`config.mk`:
```
export PLATFORM = sky130hd
export DESIGN_NAME = multi_click_pattern_matcher
export DESIGN_NICKNAME = d
export VERILOG_FILES = /design/src/hdl/mcpm_pkg.sv /design/src/hdl/multi_click_pattern_matcher.sv
export SDC_FILE = /design/constraint.sdc
export NUM_CORES = 1
export LEC_CHECK = 0
export BUFFER_PORTS_ARGS = -buffer_cell sky130_fd_sc_hd__buf_4
export CORE_MARGIN = 2
export CORE_UTILIZATION = 40
export DETAILED_ROUTE_END_ITERATION = 16
export PLACE_DENSITY = 0.56
export SYNTH_ARGS = -nofsm -noshare
export SYNTH_HDL_FRONTEND = slang
export SYNTH_SLANG_ARGS = --single-unit
```
`constraint.sdc`:
```
create_clock -name clk -period 12.1 [get_ports clk]
set_input_delay 2.42 -clock clk [delete_from_list [all_inputs] [get_ports clk]]
set_output_delay 2.42 -clock clk [all_outputs]
set_load 0.005 [all_outputs]
```
`src/hdl/mcpm_pkg.sv`:
```
// shared types and constants for the multi-click pattern matcher
`timescale 1ns / 1ps

package mcpm_pkg;

  // configuration register indexes
  localparam logic [2:0] REG_STEP_0   = 3'd0;
  localparam logic [2:0] REG_SEQ_LEN  = 3'd6;
  localparam logic [2:0] REG_COOLDOWN = 3'd7;

  localparam int CFG_IDX_W  = 3;
  localparam int ENTRY_W    = 50;
  localparam int SEQ_LEN_W  = 3;
  localparam int STEP_IDX_W = 3;
  localparam int COOL_W     = 24;

  // packed step entry layout
  localparam int ENT_LEVEL_BIT = 0;
  localparam int ENT_NOMAX_BIT = 1;
  localparam int ENT_MIN_LSB   = 2;
  localparam int ENT_MAX_LSB   = 26;

  // one-shot timer slots, handled in this order every tick
  typedef enum logic [1:0] {
    TMR_VALID    = 2'd0,
    TMR_NOTVALID = 2'd1,
    TMR_COOL     = 2'd2,
    TMR_TRIG     = 2'd3
  } timer_id_t;

  localparam int NUM_TIMERS = 4;

  typedef logic [ENTRY_W-1:0] step_entry_t;

  typedef struct packed {
    logic fired;
    logic matching;
    logic cooling_down;
  } result_t;

endpackage

```
`src/hdl/multi_click_pattern_matcher.sv`:
```
// multi-click pattern matcher top level: tick-by-tick level sequence match
//
//   channel  direction  handshake              payload
//   in_      input      in_valid / in_stall    in_level
//   out_     output     out_valid / out_stall  out_fired, out_matching, out_cooling_down
//   cfg_     input      cfg_valid / cfg_ready  cfg_index, cfg_data
//
// one tick is accepted per cycle while in_stall is low; its result is registered.
// the whole tick update (level change, then the four timers in order) is one pass of
// logic ahead of the state and result registers.
// a two-entry output (result register plus skid register) keeps taking ticks while a
// result waits; in_stall rises only when both entries are full.
// rst_n is synchronous; reset clears all state, timers and configuration to their defaults.
`timescale 1ns / 1ps

module multi_click_pattern_matcher #(
  parameter int MAX_STEPS = 6,
  parameter int TIME_BITS = 24
) (
  input  logic                              clk,
  input  logic                              rst_n,
  input  logic                              in_valid,
  output logic                              in_stall,
  input  logic                              in_level,
  output logic                              out_valid,
  input  logic                              out_stall,
  output logic                              out_fired,
  output logic                              out_matching,
  output logic                              out_cooling_down,
  input  logic                              cfg_valid,
  output logic                              cfg_ready,
  input  logic [mcpm_pkg::CFG_IDX_W-1:0]    cfg_index,
  input  logic [mcpm_pkg::ENTRY_W-1:0]      cfg_data
);

  localparam logic [mcpm_pkg::SEQ_LEN_W-1:0] MaxLen = mcpm_pkg::SEQ_LEN_W'(MAX_STEPS);
  localparam int TV = int'(mcpm_pkg::TMR_VALID);
  localparam int TN = int'(mcpm_pkg::TMR_NOTVALID);
  localparam int TC = int'(mcpm_pkg::TMR_COOL);
  localparam int TT = int'(mcpm_pkg::TMR_TRIG);

  // configuration
  mcpm_pkg::step_entry_t               entry_r [MAX_STEPS];
  logic [mcpm_pkg::SEQ_LEN_W-1:0]      seq_len_r;
  logic [TIME_BITS-1:0]                cool_ticks_r;

  // match state
  logic                                prev_level_r, prev_level_nxt;
  logic                                active_r, active_nxt;
  logic [mcpm_pkg::STEP_IDX_W-1:0]     step_r, step_nxt;
  logic                                timing_ok_r, timing_ok_nxt;
  logic                                cool_flag_r, cool_flag_nxt;
  logic [TIME_BITS-1:0]                cnt_r   [mcpm_pkg::NUM_TIMERS];
  logic [TIME_BITS-1:0]                cnt_nxt [mcpm_pkg::NUM_TIMERS];
  logic [mcpm_pkg::NUM_TIMERS-1:0]     run_r, run_nxt;

  // output register and skid
  logic                                out_valid_r, skid_valid_r;
  mcpm_pkg::result_t                   out_r, skid_r, res;

  logic                                accept;
  logic [mcpm_pkg::SEQ_LEN_W-1:0]      n_len;
  mcpm_pkg::step_entry_t               cur_entry;

  assign cfg_ready = 1'b1;
  assign in_stall  = skid_valid_r;
  assign accept    = in_valid && !skid_valid_r;

  assign out_valid        = out_valid_r;
  assign out_fired        = out_r.fired;
  assign out_matching     = out_r.matching;
  assign out_cooling_down = out_r.cooling_down;

  // effective sequence length, clamped to 1..MAX_STEPS
  always_comb begin
    if (seq_len_r == '0) begin
      n_len = mcpm_pkg::SEQ_LEN_W'(1);
    end else if (seq_len_r > MaxLen) begin
      n_len = MaxLen;
    end else begin
      n_len = seq_len_r;
    end
  end

  // entry of the step being waited for
  always_comb begin
    cur_entry = '0;
    for (int k = 0; k < MAX_STEPS; k++) begin
      if (step_r == mcpm_pkg::STEP_IDX_W'(k)) cur_entry = entry_r[k];
    end
  end

  // one tick: level change first, then the timers in order
  always_comb begin
    logic                 lv_e0, nomax_e0, nomax_ci;
    logic [TIME_BITS-1:0] min_e0, max_e0, min_ci, max_ci;
    logic                 fired;

    lv_e0    = entry_r[0][mcpm_pkg::ENT_LEVEL_BIT];
    nomax_e0 = entry_r[0][mcpm_pkg::ENT_NOMAX_BIT];
    min_e0   = entry_r[0][mcpm_pkg::ENT_MIN_LSB +: TIME_BITS];
    max_e0   = entry_r[0][mcpm_pkg::ENT_MAX_LSB +: TIME_BITS];
    nomax_ci = cur_entry[mcpm_pkg::ENT_NOMAX_BIT];
    min_ci   = cur_entry[mcpm_pkg::ENT_MIN_LSB +: TIME_BITS];
    max_ci   = cur_entry[mcpm_pkg::ENT_MAX_LSB +: TIME_BITS];
    fired    = 1'b0;

    prev_level_nxt = prev_level_r;
    active_nxt     = active_r;
    step_nxt       = step_r;
    timing_ok_nxt  = timing_ok_r;
    cool_flag_nxt  = cool_flag_r;
    run_nxt        = run_r;
    for (int t = 0; t < mcpm_pkg::NUM_TIMERS; t++) cnt_nxt[t] = cnt_r[t];

    if (in_level != prev_level_r) begin
      prev_level_nxt = in_level;
      if (!cool_flag_r) begin
        if (!active_r) begin
          if (lv_e0 == in_level) begin
            active_nxt = 1'b1;
            step_nxt   = mcpm_pkg::STEP_IDX_W'(1);
            if (n_len == mcpm_pkg::SEQ_LEN_W'(1) && nomax_e0) begin
              cnt_nxt[TT] = min_e0;
              run_nxt[TT] = 1'b1;
            end else begin
              if (min_e0 == '0) begin
                timing_ok_nxt = 1'b1;
              end else begin
                timing_ok_nxt = 1'b0;
                cnt_nxt[TV]   = min_e0;
                run_nxt[TV]   = 1'b1;
              end
              if (!nomax_e0) begin
                cnt_nxt[TN] = max_e0;
                run_nxt[TN] = 1'b1;
              end
            end
          end
        end else if (!timing_ok_r) begin
          // change before the minimum: abort into cooldown
          cool_flag_nxt = 1'b1;
          cnt_nxt[TC]   = cool_ticks_r;
          run_nxt[TC]   = 1'b1;
          active_nxt    = 1'b0;
          step_nxt      = '0;
          run_nxt[TT]   = 1'b0;
          cnt_nxt[TT]   = '0;
          run_nxt[TV]   = 1'b0;
          cnt_nxt[TV]   = '0;
          run_nxt[TN]   = 1'b0;
          cnt_nxt[TN]   = '0;
        end else if (step_r >= n_len) begin
          active_nxt  = 1'b0;
          step_nxt    = '0;
          run_nxt[TT] = 1'b0;
          cnt_nxt[TT] = '0;
          run_nxt[TV] = 1'b0;
          cnt_nxt[TV] = '0;
          run_nxt[TN] = 1'b0;
          cnt_nxt[TN] = '0;
          fired       = 1'b1;
        end else begin
          if (!nomax_ci) begin
            if (min_ci == '0) begin
              timing_ok_nxt = 1'b1;
            end else begin
              timing_ok_nxt = 1'b0;
              cnt_nxt[TV]   = min_ci;
              run_nxt[TV]   = 1'b1;
            end
            cnt_nxt[TN] = max_ci;
            run_nxt[TN] = 1'b1;
          end else if (step_r + mcpm_pkg::STEP_IDX_W'(1) != n_len) begin
            run_nxt[TN] = 1'b0;
            cnt_nxt[TN] = '0;
            if (min_ci == '0) begin
              timing_ok_nxt = 1'b1;
            end else begin
              timing_ok_nxt = 1'b0;
              cnt_nxt[TV]   = min_ci;
              run_nxt[TV]   = 1'b1;
            end
          end else begin
            // last step without maximum: trigger after its minimum
            timing_ok_nxt = 1'b0;
            run_nxt[TN]   = 1'b0;
            cnt_nxt[TN]   = '0;
            cnt_nxt[TT]   = min_ci;
            run_nxt[TT]   = 1'b1;
          end
          step_nxt = step_r + mcpm_pkg::STEP_IDX_W'(1);
        end
      end
    end

    // valid timer
    if (run_nxt[TV]) begin
      if (cnt_nxt[TV] != '0) cnt_nxt[TV] = cnt_nxt[TV] - TIME_BITS'(1);
      if (cnt_nxt[TV] == '0) begin
        run_nxt[TV]   = 1'b0;
        timing_ok_nxt = 1'b1;
      end
    end

    // not-valid timer: waited too long
    if (run_nxt[TN]) begin
      if (cnt_nxt[TN] != '0) cnt_nxt[TN] = cnt_nxt[TN] - TIME_BITS'(1);
      if (cnt_nxt[TN] == '0) begin
        run_nxt[TN]   = 1'b0;
        timing_ok_nxt = 1'b0;
        cool_flag_nxt = 1'b1;
        cnt_nxt[TC]   = cool_ticks_r;
        run_nxt[TC]   = 1'b1;
        active_nxt    = 1'b0;
        step_nxt      = '0;
        run_nxt[TT]   = 1'b0;
        cnt_nxt[TT]   = '0;
        run_nxt[TV]   = 1'b0;
        cnt_nxt[TV]   = '0;
        cnt_nxt[TN]   = '0;
      end
    end

    // cooldown timer
    if (run_nxt[TC]) begin
      if (cnt_nxt[TC] != '0) cnt_nxt[TC] = cnt_nxt[TC] - TIME_BITS'(1);
      if (cnt_nxt[TC] == '0) begin
        run_nxt[TC]   = 1'b0;
        cool_flag_nxt = 1'b0;
      end
    end

    // trigger timer
    if (run_nxt[TT]) begin
      if (cnt_nxt[TT] != '0) cnt_nxt[TT] = cnt_nxt[TT] - TIME_BITS'(1);
      if (cnt_nxt[TT] == '0) begin
        active_nxt  = 1'b0;
        step_nxt    = '0;
        run_nxt[TT] = 1'b0;
        cnt_nxt[TT] = '0;
        run_nxt[TV] = 1'b0;
        cnt_nxt[TV] = '0;
        run_nxt[TN] = 1'b0;
        cnt_nxt[TN] = '0;
        fired       = 1'b1;
      end
    end

    res.fired        = fired;
    res.matching     = active_nxt;
    res.cooling_down = cool_flag_nxt;
  end

  // configuration writes
  always_ff @(posedge clk) begin
    if (!rst_n) begin
      for (int k = 0; k < MAX_STEPS; k++) entry_r[k] <= '0;
      seq_len_r    <= mcpm_pkg::SEQ_LEN_W'(1);
      cool_ticks_r <= '0;
    end else if (cfg_valid && cfg_ready) begin
      if (cfg_index < mcpm_pkg::REG_SEQ_LEN) begin
        for (int k = 0; k < MAX_STEPS; k++) begin
          if (cfg_index == mcpm_pkg::REG_STEP_0 + mcpm_pkg::CFG_IDX_W'(k)) begin
            entry_r[k] <= cfg_data;
          end
        end
      end else if (cfg_index == mcpm_pkg::REG_SEQ_LEN) begin
        seq_len_r <= cfg_data[mcpm_pkg::SEQ_LEN_W-1:0];
      end else if (cfg_index == mcpm_pkg::REG_COOLDOWN) begin
        cool_ticks_r <= cfg_data[TIME_BITS-1:0];
      end
    end
  end

  // state update on each accepted tick
  always_ff @(posedge clk) begin
    if (!rst_n) begin
      prev_level_r <= 1'b0;
      active_r     <= 1'b0;
      step_r       <= '0;
      timing_ok_r  <= 1'b0;
      cool_flag_r  <= 1'b0;
      run_r        <= '0;
      for (int t = 0; t < mcpm_pkg::NUM_TIMERS; t++) cnt_r[t] <= '0;
    end else if (accept) begin
      prev_level_r <= prev_level_nxt;
      active_r     <= active_nxt;
      step_r       <= step_nxt;
      timing_ok_r  <= timing_ok_nxt;
      cool_flag_r  <= cool_flag_nxt;
      run_r        <= run_nxt;
      for (int t = 0; t < mcpm_pkg::NUM_TIMERS; t++) cnt_r[t] <= cnt_nxt[t];
    end
  end

  // result register with skid entry
  always_ff @(posedge clk) begin
    if (!rst_n) begin
      out_valid_r  <= 1'b0;
      skid_valid_r <= 1'b0;
    end else if (!out_valid_r || !out_stall) begin
      if (skid_valid_r) begin
        out_valid_r  <= 1'b1;
        skid_valid_r <= 1'b0;
      end else begin
        out_valid_r <= accept;
      end
    end else if (accept) begin
      skid_valid_r <= 1'b1;
    end
  end

  always_ff @(posedge clk) begin
    if (!out_valid_r || !out_stall) begin
      if (skid_valid_r) begin
        out_r <= skid_r;
      end else if (accept) begin
        out_r <= res;
      end
    end else if (accept) begin
      skid_r <= res;
    end
  end

endmodule
```
Yosys cells after proc, flatten, opt, wreduce, memory -nomap -nowiden
Memories as Yosys holds them, arrays and structs flattened.
Index checks and enable logic that the tools add are counted.
{"block": "totals", "wordCells": 255, "mem_count": 2, "register_bits": 46, "ram_bits": 396}
{"memory": "entry_r", "depth": 6, "word_bits": 50, "read_ports": 6, "rd_clocked_by_memory_dff": 0, "wr": 6, "line": "multi_click_pattern_matcher.sv:43", "rtl": "mcpm_pkg::step_entry_t entry_r [MAX_STEPS];"}
{"memory": "cnt_r", "depth": 4, "word_bits": 24, "read_ports": 4, "rd_clocked_by_memory_dff": 0, "wr": 4, "line": "multi_click_pattern_matcher.sv:53", "rtl": "logic [TIME_BITS-1:0] cnt_r [mcpm_pkg::NUM_TIMERS];"}
{"block": "classes", "reduce_logical": 26, "bitwise_logic": 14, "addsub": 5, "mux": 173, "n_eq_ne": 16, "magnitude_cmp": 3}
{"operator": "$mux W24", "n": 29}
{"operator": "$mux W50", "n": 12}
{"operator": "$mux W48", "n": 8}
{"operator": "$mux W96", "n": 4}
{"operator": "$logic_not A24 Y1", "n": 6}
{"operator": "$reduce_bool A24 Y1", "n": 4}
{"operator": "$sub A24 B1 Y24 const B", "n": 4}
{"operator": "$mux W1", "n": 94}
{"operator": "$mux W3", "n": 14}
{"operator": "$eq A3 B3 Y1 const B", "n": 6}
{"operator": "$mux W2", "n": 8}
{"operator": "$mux W4", "n": 4}
{"operator": "$eq A3 B2 Y1 const B", "n": 4}
{"operator": "$or A1 B1 Y1", "n": 10}
{"operator": "$eq A3 B1 Y1 const B", "n": 3}
{"operator": "$logic_not A3 Y1", "n": 3}
{"operator": "$reduce_and A2 Y1", "n": 3}
{"operator": "$not A1 Y1", "n": 4}
{"operator": "$reduce_and A4 Y1", "n": 1}
{"operator": "$add A3 B1 Y3 const B", "n": 1}
{"operator": "$ge A3 B3 Y1", "n": 1}
{"operator": "$gt A3 B3 Y1 const B", "n": 1}
{"operator": "$logic_not A1 Y1", "n": 3}
{"operator": "$lt A3 B3 Y1 const B", "n": 1}
{"operator": "8 further kinds", "n": 9}

Longest topological paths before layout
Gate-level depths: netlist of run 1.
{"block": "depth", "ltp_word": 30, "depth_mapped": 43, "ltp_nobuf": 35}

Worst setup path before layout of run 1
No wires, ideal clock.
{"block": "synth_path", "path_type": "input -> register", "startpoint": "input in_level", "endpoint": "register cool_flag_r", "slack_ps": 2846, "path_stages": 33, "t_required_ps": 11856, "n_path_buf": 5, "setup_time_ps": 244, "arrival_time_ps": 9009, "path_cell_list": "buf_2 xnor2_1 nand2b_1 buf_2 buf_2 and3_1 o41ai_2 nand4_1 nor4_2 nand2_1 o32ai_1 nor4_4 nor4_4 and3_1 buf_2 nor2_4 buf_2 mux2i_1 ha_1 nand3b_1 or4_1 nor2b_1 and2_1 nor3_1 and2_1 nand3b_1 xnor2_1 a2111oi_0 nand3_1 a211oi_1 nand3_1 nor4_2 o32ai_1"}
{"block": "synth_via", "elab_chain_len": 17, "word_cells_on_any_way": 29, "cone_classes": "add/sub (2); eq/ne (2); mux (21); reduce/logical (4)"}
{"element": "start, declared", "line": "multi_click_pattern_matcher.sv:24", "rtl": "input logic in_level,"}
{"element": "$eq A1 B1 Y1", "line": "multi_click_pattern_matcher.sv:120", "rtl": "if (lv_e0 == in_level) begin"}
{"element": "$mux W48", "line": "multi_click_pattern_matcher.sv:120"}
{"element": "$mux W48", "line": "multi_click_pattern_matcher.sv:119", "rtl": "if (!active_r) begin"}
{"element": "$mux W96", "line": "multi_click_pattern_matcher.sv:118", "rtl": "if (!cool_flag_r) begin"}
{"element": "$mux W96", "line": "multi_click_pattern_matcher.sv:116", "rtl": "if (in_level != prev_level_r) begin"}
{"element": "$sub A24 B1 Y24 / $reduce_bool A24 Y1 (equally long branches)", "line": "multi_click_pattern_matcher.sv:208", "rtl": "if (cnt_nxt[TN] != '0) cnt_nxt[TN] = cnt_nxt[TN] - TIME_BITS'(1);"}
{"element": "$mux W24", "line": "multi_click_pattern_matcher.sv:208"}
{"element": "$mux W24", "line": "multi_click_pattern_matcher.sv:207", "rtl": "if (run_nxt[TN]) begin"}
{"element": "$logic_not A24 Y1", "line": "multi_click_pattern_matcher.sv:209", "rtl": "if (cnt_nxt[TN] == '0) begin"}
{"element": "$mux W96", "line": "multi_click_pattern_matcher.sv:209"}
{"element": "$mux W96", "line": "multi_click_pattern_matcher.sv:207"}
{"element": "$sub A24 B1 Y24 / $reduce_bool A24 Y1 (equally long branches)", "line": "multi_click_pattern_matcher.sv:227", "rtl": "if (cnt_nxt[TC] != '0) cnt_nxt[TC] = cnt_nxt[TC] - TIME_BITS'(1);"}
{"element": "$mux W24", "line": "multi_click_pattern_matcher.sv:227"}
{"element": "$mux W24", "line": "multi_click_pattern_matcher.sv:226", "rtl": "if (run_nxt[TC]) begin"}
{"element": "$logic_not A24 Y1", "line": "multi_click_pattern_matcher.sv:228", "rtl": "if (cnt_nxt[TC] == '0) begin"}
{"element": "$mux W1", "line": "multi_click_pattern_matcher.sv:228"}
{"element": "$mux W1 *", "line": "multi_click_pattern_matcher.sv:226"}
{"element": "end signal, assigned", "line": "multi_click_pattern_matcher.sv:291", "rtl": "cool_flag_r <= cool_flag_nxt;"}
{"element": "end, declared", "line": "multi_click_pattern_matcher.sv:52", "rtl": "logic cool_flag_r, cool_flag_nxt;"}
Mark *: on every way between the ends. The rest lies on a longest branch, timed or not. The select of a mux whose other input is x is not followed.
A chain may end at the register's enable or synchronous reset.

Final worst setup path of run 1
{"block": "layout_path", "startpoint": "input in_level", "endpoint": "register out_r, in the netlist out_cooling_down (data pin)"}
{"block": "layout_via", "elab_chain_len": 19, "word_cells_on_any_way": 31, "cone_classes": "add/sub (2); eq/ne (2); mux (23); reduce/logical (4)"}
{"element": "$eq A1 B1 Y1", "line": "multi_click_pattern_matcher.sv:120"}
{"element": "$mux W48", "line": "multi_click_pattern_matcher.sv:120"}
{"element": "$mux W48", "line": "multi_click_pattern_matcher.sv:119"}
{"element": "$mux W96", "line": "multi_click_pattern_matcher.sv:118"}
{"element": "$mux W96", "line": "multi_click_pattern_matcher.sv:116"}
{"element": "$sub A24 B1 Y24 / $reduce_bool A24 Y1 (equally long branches)", "line": "multi_click_pattern_matcher.sv:208"}
{"element": "$mux W24", "line": "multi_click_pattern_matcher.sv:208"}
{"element": "$mux W24", "line": "multi_click_pattern_matcher.sv:207"}
{"element": "[... 3 more ...]"}
{"element": "$sub A24 B1 Y24 / $reduce_bool A24 Y1 (equally long branches)", "line": "multi_click_pattern_matcher.sv:227"}
{"element": "$mux W24", "line": "multi_click_pattern_matcher.sv:227"}
{"element": "$mux W24", "line": "multi_click_pattern_matcher.sv:226"}
{"element": "$logic_not A24 Y1", "line": "multi_click_pattern_matcher.sv:228"}
{"element": "$mux W1", "line": "multi_click_pattern_matcher.sv:228"}
{"element": "$mux W1 *", "line": "multi_click_pattern_matcher.sv:226"}
{"element": "$mux W3 *", "line": "multi_click_pattern_matcher.sv:318", "rtl": "end else if (accept) begin"}
{"element": "$mux W3 *", "line": "multi_click_pattern_matcher.sv:316", "rtl": "if (skid_valid_r) begin"}
{"element": "end signal, assigned", "line": "multi_click_pattern_matcher.sv:317", "rtl": "out_r <= skid_r;"}
{"element": "end signal, assigned", "line": "multi_click_pattern_matcher.sv:319", "rtl": "out_r <= res;"}
{"element": "end, declared", "line": "multi_click_pattern_matcher.sv:59", "rtl": "mcpm_pkg::result_t out_r, skid_r, res;"}
Marked as above.

==> qor.txt, run 1 <==
Largest net degree at the start of global routing = 75
Hpwl dp = 69.4 mm
Syn Inst Count = 2931
IO Pins = 65
Peak VDD IR = 0.000115 V
WP buf/inv = 3
Mapped Avg Cell Area = 9.39 sq um
Critical path's top delay family = simple AND/OR/NAND/NOR gates
R2R Path End = out_cooling_down
Post-CTS Hold Fix Bufs = 0
Distinct cells, synth = 98
Port bufs = 63
CTS tree = done
Area of the mapped netlist = 0.0275 sq mm
Fillers = 6484
Number of routed nets with antenna violations = 0
Residual DRC = 0
Prevailing post-synth register cell = edfxtp_1
Critical Path RT = 12.46 ns
DR vias = 24400
Worst slew margin = 0.141
Starting DRT DRC Count = 3165
Final hold vios = 0
Min Clock Period, post-route = 10.45 ns
Crit Path Max Fanout = 16
Post-Place Cells = 3726
Core Region = 0.0683 sq mm
Leak = 10.8 nW
Global Route Usage Sum = 0.287
# nets final = 2973
Worst setup path endpoint = out_cooling_down
Clk Latency, worst-skew pair = 0.63 ns
Worst-Margin Slew = 1.28 ns
Commonest non-fill, non-tap cells in the layout = edfxtp_1, and2_1, nand2_1
First-pass GRT wire length = 153 mm
Crit path capture type = flop
Hold Path Class = reg -> reg
Post-place setup slack = 1.20 ns
Drt first pass iters = 8
Drt total wl = 104 mm
WS Path Type = in -> reg
Post-cts sizing count = 0
Syn. warnings = 0
Most common library cell in the layout ignoring fill and taps = edfxtp_1
Non-Filler Instances = 3825
Number of synthesized flops with an enable pin = 397
H-tree depth = 2
# setup viols final = 0
Antenna violations before repair = 3
Seq/Total Area, Yosys = 0.462
Area Growth Syn to Fin = 11.2%
Async SR Flop Fraction = 0
CP max-delay cell = nor2_1
Die X = 266 um
Vias in the first global route = 23000
Critical R2R Launch = step_r[2]
Post-Route Setup TNS = 0 ns
Flop-to-flop setup slack = 1.74 ns
DR WL/cell = 27.1 um
Floorplan row count = 96
Root buf cell = clkbuf_16
Pwr Density = 148 mW/mm^2
Post-Layout Inst Area = 0.0306 sq mm
Share of cells above drive strength 1 = 0.0986
Number of buffers created by CTS = 52
R2R depth = 29
Area after DPL = 0.0288 sq mm
Congestion Overflow GR = 0
Initial Util = 0.403
Status = complete, no violations
Die Y = 266 um
RSZ-0062 raised after global routing = no
Clock Skews = 0.0260 ns
Post-CTS Setup Bufs = 0
Max incr delay on CP = 0.62 ns
Worst Setup SP = in_level
Seq cells post-synth = 437
WHS Path Cells = 2
Worst setup margin = 1.65 ns
Max Buffers Root-to-Sink = 3
Syn nets = 3006
Period utilization = 0.863
Startpoint class of the critical path = primary input
Critical Path Stages = 29
Die area = 0.0710 sq mm
Final Max Tran Viols = 0
Clk sinks = 437
DR vias/cell = 6.37
Clock transition at path regs = 0.06 ns
Max Cap Viol = 0
Gp weighted congestion = 0.990
Arrival time at the worst endpoint = 10.81 ns
Maximum clock rate = 95.7 MHz
[per-stage QoR]
| stage | total power, mW | hold slack [ns] | utilization |
|---|---|---|---|
| final | 4.54 | 0.478 | 0.448 |
| after global routing | 4.69 | 0.496 | 0.448 |
| after CTS | 4.52 | 0.469 | 0.448 |
| after detailed placement | 2.89 | 0.460 | 0.422 |
| after global placement | 2.88 | 0.458 | 0.422 |
| after floorplan | 2.53 | 0.442 | - |
[cells in the mapped netlist, drive strengths merged, types with 40 or more instances]
master,n,share of area
edfxtp,397,0.43
xor2,43,0.014
dfxtp,40,0.029
inv,56,0.0076
o22ai,69,0.016
nand2,288,0.039
a21oi,183,0.034
nor3,76,0.014
nand3b,42,0.011
buf,81,0.016
o21ai,144,0.027
nor2,234,0.032
and2,324,0.074
nand3,65,0.012
xnor2,52,0.017
clkbuf,128,0.017
[tightest hold or removal path, delay by kind of cell, from the launching register on]
family | cells | cell delay, ns
DFF | 1 | 0.33
and+or+nand+nor | 2 | 0.10
[final cells by class]
cell class	instances	area (sq um)	share of cell area
flip-flops and latches	437	12700	0.416
diodes	1	2.50	0.0000818
well taps	882	1100	0.0361
clock buffers	73	1480	0.0484
repair buffers	122	916	0.0299
inverters	58	220	0.00720
multi-input cells	2227	13900	0.453
clock inverters	25	305	0.00998
[where the power goes]
part	switching [mW]	total (mW)	internal (mW)
Clock	0.690	1.64	0.949
Sequential	0.0915	1.85	1.76
Combinational	0.697	1.05	0.349
Total	1.48	4.54	3.06
[registers in the layout, indices dropped and copies added, names as in the netlist, 3 cells and up]
name          count
entry_r         295
cnt_r            96
skid_r            3
run_r             4
cool_ticks_r     24
step_r            3
seq_len_r         3
[layer usage]
layer | vias to the layer above | GRT usage | part of all wire
met5 | - | 0 | 0.00040
met4 | 6 | 0.0885 | 0.031
met3 | 196 | 0.0723 | 0.11
met2 | 1305 | 0.427 | 0.43
met1 | 12000 | 0.411 | 0.43
li1 | 10800 | - | -
[kinds of logic (layout without fill, tap and decap cells)]
| family | Yosys count | count (layout) | synth area share |
|---|---|---|---|
| and+or+nand+nor | 1269 | 1269 | 0.245 |
| buffers and inverters | 267 | 278 | 0.0416 |
| muxes | 47 | 47 | 0.0175 |
| AOI/OAI and AO/OA | 798 | 798 | 0.196 |
| xor gates and xnor gates | 95 | 95 | 0.0302 |
| adders and majority gates | 17 | 17 | 0.00763 |
| other | 1 | 2 | 0.000136 |
| DFF | 437 | 437 | 0.462 |
[worst min-delay path by stage]
| stage | startpoint | end |
|---|---|---|
| floorplan | run_r[3] | run_r[3] |
| global placement | run_r[3] | run_r[3] |
| detailed placement | run_r[3] | run_r[3] |
| CTS | run_r[3] | run_r[3] |
| global route | run_r[3] | run_r[3] |
| finish | run_r[3] | run_r[3] |
Note: power is estimated with default switching activity, not from simulation.
==> run 2: changes to the inputs <==
Settings changed: ABC_CLOCK_PERIOD_IN_PS set to 12100, RECOVER_POWER set to 25.
==> run 2 against run 1 <==
Effect of this change: the flow now finishes with violations (max-capacitance violations, max-slew violations); setup slack worse by 0.020 ns; die area stayed put; utilization is 0.12 points lower; sequential share of layout area is 0.11 points higher; combinational power hardly changed; sequential power hardly changed; design area is 0.26% lower; first-iteration DRC count is 2.6% lower; critical path type unchanged.
==> qor.txt, run 2 (synthesized netlist as in run 1, its figures left out) <==
CP max-delay cell = nor2_1
Crit path capture type = flop
Critical path's top delay family = simple AND/OR/NAND/NOR gates
Top reg by flops = entry_r
Post-CTS Hold Fix Bufs = 0
Area Growth Syn to Fin = 10.9%
Max reg flops = 295
Congestion Overflow GR = 0
Max Cap Viol = 6
Period utilization = 0.865
N_diodes = 0
Core Region = 0.0683 sq mm
Clock transition at path regs = 0.06 ns
Most common library cell in the layout ignoring fill and taps = edfxtp_1
DR vias/cell = 6.36
Antenna violations before repair = 3
IO Pins = 65
Post-Place Cells = 3726
Post-Route Setup TNS = 0 ns
Hpwl dp = 69.4 mm
Post-CTS Setup Bufs = 0
H-tree depth = 2
Die Y = 266 um
WP buf/inv = 3
Commonest non-fill, non-tap cells in the layout = edfxtp_1, and2_1, nand2_1
Root buf cell = clkbuf_16
# nets final = 2973
Final hold vios = 0
Clk Latency, worst-skew pair = 0.63 ns
Flop-to-flop setup slack = 1.73 ns
Clk sinks = 437
Number of routed nets with antenna violations = 0
First-pass GRT wire length = 153 mm
Leak = 10.7 nW
Number of buffers created by CTS = 52
Gp weighted congestion = 0.990
Startpoint class of the critical path = primary input
Clock Skews = 0.0272 ns
Drt total wl = 104 mm
Die X = 266 um
Critical Path RT = 12.46 ns
Residual DRC = 0
Starting DRT DRC Count = 3082
RSZ-0062 raised after global routing = no
Hold Path Class = reg -> reg
Failing checks = max-capacitance violations, max-slew violations
Port bufs = 63
Largest net degree at the start of global routing = 75
Arrival time at the worst endpoint = 10.83 ns
Share of cells above drive strength 1 = 0.0948
Max incr delay on CP = 0.63 ns
Final Max Tran Viols = 235
Peak VDD IR = 0.000114 V
Max Buffers Root-to-Sink = 3
Die area = 0.0710 sq mm
Floorplan row count = 96
Initial Util = 0.403
Drt first pass iters = 6
DR WL/cell = 27.1 um
# setup viols final = 0
Non-Filler Instances = 3824
DR vias = 24300
Global Route Usage Sum = 0.287
Post-cts sizing count = 0
Maximum clock rate = 95.5 MHz
Status = complete, but fails checks
Worst slew margin = -1.97
Min Clock Period, post-route = 10.47 ns
WS Path Type = in -> reg
CTS tree = done
Pwr Density = 149 mW/mm^2
Worst-Margin Slew = 4.40 ns
Vias in the first global route = 23000
Regs by FF count = entry_r x295, cnt_r x96, cool_ticks_r x24
Crit Path Max Fanout = 16
[run 2: per-layer routing]
layer | share of wire | global-route usage
met1 | 0.43 | 0.411
met2 | 0.43 | 0.427
met3 | 0.11 | 0.0723
met4 | 0.033 | 0.0885
met5 | 0.00029 | 0
[run 2: final cells by class]
| cell class | count | area, sq um |
|---|---|---|
| Sequential cell | 437 | 12700 |
| Multi-Input combinational cell | 2227 | 13800 |
| Fill cell | 6491 | 37800 |
| Tap cell | 882 | 1100 |
| Timing Repair Buffer | 122 | 897 |
| Clock buffer | 73 | 1480 |
| Inverter | 58 | 219 |
| Clock inverter | 25 | 305 |
[run 2: worst paths after layout]
path | end | cells past startpoint | startpoint
setup reg to reg | out_cooling_down | 29 | step_r[2]
hold reg to reg | run_r[3] | 2 | run_r[3]
hold / removal | run_r[3] | 2 | run_r[3]
setup / recovery | out_cooling_down | 29 | in_level
[run 2: power by group]
part	switching (mW)	leakage (nW)	internal [mW]
logic	0.695	5.57	0.348
registers	0.0914	4.29	1.76
clock network	0.689	0.870	0.949
total	1.48	10.7	3.06
[run 2: per-stage QoR]
step / power [mW] / cell area, sq um / util / hold WS (ns) / setup WS (ns)
after global placement: 2.88 / 28800 / 0.422 / 0.458 / 1.49
after detailed placement: 2.89 / 28800 / 0.422 / 0.460 / 1.20
final: 4.54 / 30500 / 0.447 / 0.477 / 1.63
after CTS: 4.52 / 30600 / 0.448 / 0.469 / 1.84
after floorplan: 2.53 / 27500 / - / 0.442 / 2.85
after global routing: 4.69 / 30500 / 0.447 / 0.496 / 0.844
[run 2: worst min-delay path, stage by stage, from the launching register on]
cell	delay, ns
dfxtp_1	0.33
nand2_1	0.06
nand2_1	0.04
